[src/bpa_pkg.sv]
package bpa_pkg;

  // fixed field widths
  localparam int START_W  = 16;
  localparam int LEN_W    = 17;
  localparam int FIRST_W  = 16;
  localparam int COUNT_W  = 17;
  localparam int TOTAL_W  = 17;
  localparam int IN_W     = 40;
  localparam int OUT_W    = 40;
  localparam int APB_W    = 32;
  localparam int PADDR_W  = 3;

  // bits examined per cycle in a mixed bitmap word
  localparam int CHUNK_BITS = 8;

  // largest value of the free page counter
  localparam int COUNT_MAX = 131071;

  // register index as seen on paddr[2]
  localparam logic REG_PAGE_TOTAL = 1'b0;

  // request kinds
  localparam logic ACT_ALLOC = 1'b0;
  localparam logic ACT_FREE  = 1'b1;

  typedef enum logic [1:0] {
    RES_OK        = 2'd0,
    RES_BAD_LEN   = 2'd1,
    RES_NO_RUN    = 2'd2,
    RES_BAD_RANGE = 2'd3
  } res_code_t;

  typedef enum logic [3:0] {
    S_CLEAR,
    S_IDLE,
    S_CHECK,
    S_SCAN_RD,
    S_SCAN_WORD,
    S_SCAN_CHUNK,
    S_MARK_STEP,
    S_MARK_WR,
    S_DONE
  } state_t;

  // controller to datapath
  typedef struct packed {
    logic      load;
    logic      mem_rd;
    logic      mem_wr;
    logic      fill;
    logic      next_word;
    logic      run_clear;
    logic      run_add;
    logic      word_load;
    logic      chunk_step;
    logic      fin;
    res_code_t code;
    logic      out_load;
  } cmd_t;

  // datapath to controller
  typedef struct packed {
    logic is_free;
    logic alloc_bad;
    logic free_bad;
    logic word_in_limit;
    logic word_full;
    logic word_short;
    logic chunk_found;
    logic chunk_last;
    logic mark_done;
    logic mark_skip;
    logic clear_last;
    logic out_busy;
  } sts_t;

endpackage

[src/bpa_ctrl.sv]
module bpa_ctrl (
  input  logic          clk,
  input  logic          rst,
  input  logic          s_tvalid,
  output logic          s_tready,
  output bpa_pkg::cmd_t cmd,
  input  bpa_pkg::sts_t sts
);
  import bpa_pkg::*;

  state_t state;
  state_t state_next;

  // state register, clearing pass first after reset
  always_ff @(posedge clk) begin
    if (rst) begin
      state <= S_CLEAR;
    end else begin
      state <= state_next;
    end
  end

  // next state and commands
  always_comb begin
    state_next = state;
    cmd        = '0;
    cmd.code   = RES_OK;
    s_tready   = 1'b0;
    case (state)
      S_CLEAR: begin
        cmd.mem_wr    = 1'b1;
        cmd.fill      = 1'b1;
        cmd.next_word = 1'b1;
        if (sts.clear_last) begin
          state_next = S_IDLE;
        end
      end
      S_IDLE: begin
        s_tready = 1'b1;
        if (s_tvalid) begin
          cmd.load   = 1'b1;
          state_next = S_CHECK;
        end
      end
      S_CHECK: begin
        if (sts.is_free) begin
          if (sts.free_bad) begin
            cmd.fin    = 1'b1;
            cmd.code   = RES_BAD_RANGE;
            state_next = S_DONE;
          end else begin
            state_next = S_MARK_STEP;
          end
        end else begin
          if (sts.alloc_bad) begin
            cmd.fin    = 1'b1;
            cmd.code   = RES_BAD_LEN;
            state_next = S_DONE;
          end else begin
            state_next = S_SCAN_RD;
          end
        end
      end
      S_SCAN_RD: begin
        if (!sts.word_in_limit) begin
          cmd.fin    = 1'b1;
          cmd.code   = RES_NO_RUN;
          state_next = S_DONE;
        end else begin
          cmd.mem_rd = 1'b1;
          state_next = S_SCAN_WORD;
        end
      end
      S_SCAN_WORD: begin
        if (sts.word_full) begin
          cmd.run_clear = 1'b1;
          cmd.next_word = 1'b1;
          state_next    = S_SCAN_RD;
        end else if (sts.word_short) begin
          cmd.run_add   = 1'b1;
          cmd.next_word = 1'b1;
          state_next    = S_SCAN_RD;
        end else begin
          cmd.word_load = 1'b1;
          state_next    = S_SCAN_CHUNK;
        end
      end
      S_SCAN_CHUNK: begin
        cmd.chunk_step = 1'b1;
        if (sts.chunk_found) begin
          state_next = S_MARK_STEP;
        end else if (sts.chunk_last) begin
          cmd.next_word = 1'b1;
          state_next    = S_SCAN_RD;
        end
      end
      S_MARK_STEP: begin
        if (sts.mark_done) begin
          cmd.fin    = 1'b1;
          cmd.code   = RES_OK;
          state_next = S_DONE;
        end else if (sts.mark_skip) begin
          cmd.next_word = 1'b1;
        end else begin
          cmd.mem_rd = 1'b1;
          state_next = S_MARK_WR;
        end
      end
      S_MARK_WR: begin
        cmd.mem_wr    = 1'b1;
        cmd.next_word = 1'b1;
        state_next    = S_MARK_STEP;
      end
      S_DONE: begin
        if (!sts.out_busy) begin
          cmd.out_load = 1'b1;
          state_next   = S_IDLE;
        end
      end
      default: begin
        state_next = S_CLEAR;
      end
    endcase
  end

endmodule

[config.mk]
export PLATFORM = sky130hd
export DESIGN_NAME = bpa_ctrl
export DESIGN_NICKNAME = d
export VERILOG_FILES = /design/src/bpa_pkg.sv /design/src/bpa_ctrl.sv
export SDC_FILE = /design/constraint.sdc
export NUM_CORES = 1
export LEC_CHECK = 0
export ABC_AREA = 1
export BUFFER_PORTS_ARGS = -buffer_cell sky130_fd_sc_hd__buf_2
export CORE_AREA = 2 2 39 41
export DETAILED_ROUTE_END_ITERATION = 12
export DIE_AREA = 0 0 41 43
export GPL_TIMING_DRIVEN = 1
export PLACE_DENSITY = 0.73
export SLEW_MARGIN = 20
export SYNTH_ARGS = -nofsm -noshare
export SYNTH_HDL_FRONTEND = slang
export SYNTH_SLANG_ARGS = --single-unit
[constraint.sdc]
create_clock -name clk -period 3.25 [get_ports clk]
set_input_delay 0.1625 -clock clk [delete_from_list [all_inputs] [get_ports clk]]
set_output_delay 0.1625 -clock clk [all_outputs]
set_load 0.05 [all_outputs]
==> impl_metrics.ini <==
[outcome]
status = completed

[placed_design]
routabilityCongestion = 0.874
port-buffer-count = 28
hpwl_um = 1270
place_ws_ns = 1.80

[detailed_routing]
drc = 0
viasPerCell = 4.86
ant_nets = 0
dr.pass1.iters = 4
num_vias = 715
drt_iter0_markers = 12
wl_per_cell_um = 10.2
routed_wl_um = 1490

[sta]
worst_pin_slew_ns = 0.409
finalCriticalPeriod_ns = 1.70
fmax_mhz = 587
hold_viol_final = 0
maxSlewViolCount = 0
tns_ns = 0
clock_skew_ns = 0.000673
setup_viol = 0
rsz0062_at_grt = no
max_slew_margin_pct = 72.6
period_share_pct = 52.4
setup_slack_ns = 1.55

[power_and_ir_drop]
leakagePower_nw = 0.420
p_comb_share_pct = 70.3
pwr_density_cell_mw_per_mm2 = 639
clockPowerShare_pct = 13.0
switching_share_pct = 60.7
seqPwrFrac_pct = 16.7
p_sw_uw = 277
ir_drop_mv = 0.210
internal-power_uw = 179

[synth]
yosysTopAreaCellShare_pct = 17.7
synth_seq_cells = 4
async_flop_share_pct = 0
syn_nets = 115
netlist_instances = 100
avgSynthCellArea_sq_um = 5.31
netlist_area_sq_um = 531
yosysTopAreaCell = nand2_1
synth_edf_count = 0
synthDistinctLibCells = 22
synth.yosys.seq_area_share_pct = 15.1
yosys-top-cells-area = nand2_1 18%, dfxtp_1 15%, nand3_1 11%
synthFlopType = dfxtp_1
yosys_warnings = 0

[cells_and_area]
antenna_cells = 0
drive_gt1_share_pct = 34.4
synthToLayoutAreaGrowth_pct = 34.4
largest_reg_flops = 4
biggestRegsByFlops = state: 4 flops
layout_common_cells = 28 x buf_2, 25 x nand2_1, 15 x inv_1
nets = 148
top_register = state
final_common_cell = buf_2

[clock_network]
clk_latency_ns = 0.23
ctsHtreeMaxLevel = 1
cts.sinks = 4
cts-resized-gates = 0
cts_tree = built
root_buffer = clkbuf_4
cts_buffers = 3
postCtsSetupBuffers = 0
clock_path_buffers = 2
clkSlewWorstSetupHoldPaths_ns = 0.03
hold_buffers = 0

[die]
row_count = 14
core_sq_mm = 0.00138
die_h_um = 43
die_area_sq_mm = 0.00176
ioPinCount = 29
start_util_pct = 38.3
die_w_um = 41

[global_routing]
overflow = 0
grt_pass1_vias = 614
busiest_layer = met2
grt_max_degree = 9
grt_use_met1_pct = 25.2
grt_usage_pct = 20.6
use_met2_pct = 31.9
met3_usage_pct = 3.66
grt_pass1_wl_um = 2400
antenna_found_initial = 0

[worst_hold_path]
hold_start = rst
worstHoldEndpoint = state[0]
hold_path.class = primary input to flip-flop
holdPathStages = 2

[worst_setup_path]
r2r-end = state[0]
regToRegStartpoint = state[0]
critPathRequiredTime_ns = 3.09
r2r_setup_slack_ns = 1.94
cp.arrival_ns = 1.54
startpoint_type = flip-flop
worst-path-max-fanout = 7
endpoint_kind = primary output
path_class = flip-flop to primary output
r2r_cells = 6

[flow_run]
drv_cap = 0
-- per-stage QoR --
stage,area (sq um),power [mW],hold WS [ns],cells,utilization (%)
after floorplan,531,0.327,0.225,100,-
after global placement,691,0.393,0.372,144,49.9
after detailed placement,691,0.397,0.375,144,49.9
after CTS,713,0.457,0.136,147,51.5
after global routing,713,0.487,0.141,147,51.5
final,713,0.456,0.140,147,51.5
-- cells in the mapped netlist (2+ instances only) --
cell	count
nand3_2	2
nor2_2	4
nor3_1	3
inv_1	15
nand2_1	25
nand3_1	12
o21ai_1	2
a21oi_1	2
nand3b_1	2
dfxtp_1	4
inv_2	4
nor2_1	14
nand2_2	2
-- logic make-up (layout without fill, tap and decap cells) --
family / Yosys count / in the layout / synth area share [%]
compound gates: 10 / 10 / 12.0
simple gates: 66 / 66 / 58.7
flops: 4 / 4 / 15.1
buf+inv: 20 / 51 / 14.1
-- layer usage --
layer,wire length [um],vias up
met3,70,4
met1,648,302
li1,-,385
met4,39,0
met5,0,-
met2,736,24
-- power by group through the flow --
stage	Sequential [mW]	Clock, mW	Combinational [mW]
2_1_floorplan	0.0742	0	0.253
3_3_place_gp	0.0761	0	0.317
3_5_place_dp	0.0769	0	0.320
4_1_cts	0.0763	0.0601	0.321
5_1_grt	0.0782	0.0624	0.346
6_report	0.0763	0.0591	0.321
-- critical path, cell delays in order (launching register included) --
cell and delay [ns]:
dfxtp_1 0.34, nor2_1 0.36, nand2_1 0.13, o31ai_1 0.19, buf_2 0.29
-- how the worst max path moves through the flow --
stage | startpoint | to | slack [ns] | depth (start not counted)
after floorplan | state[3] | cmd[2] | 1.17 | 3
after global placement | state[1] | cmd[2] | 1.81 | 5
after detailed placement | state[3] | cmd[2] | 1.80 | 4
after CTS | state[3] | cmd[8] | 1.55 | 6
after global routing | state[1] | cmd[11] | 1.41 | 5
final | state[3] | cmd[2] | 1.55 | 4
-- layout make-up --
type / count / area (sq um)
fill: 142 / 671
timing repair buffer: 28 / 140
sequential: 4 / 80.1
tap: 16 / 20.0
multi-input combinational: 76 / 375
clock buffer: 3 / 22.5
inverter: 20 / 75.1
No activity file was read; power rests on OpenSTA's default activity.
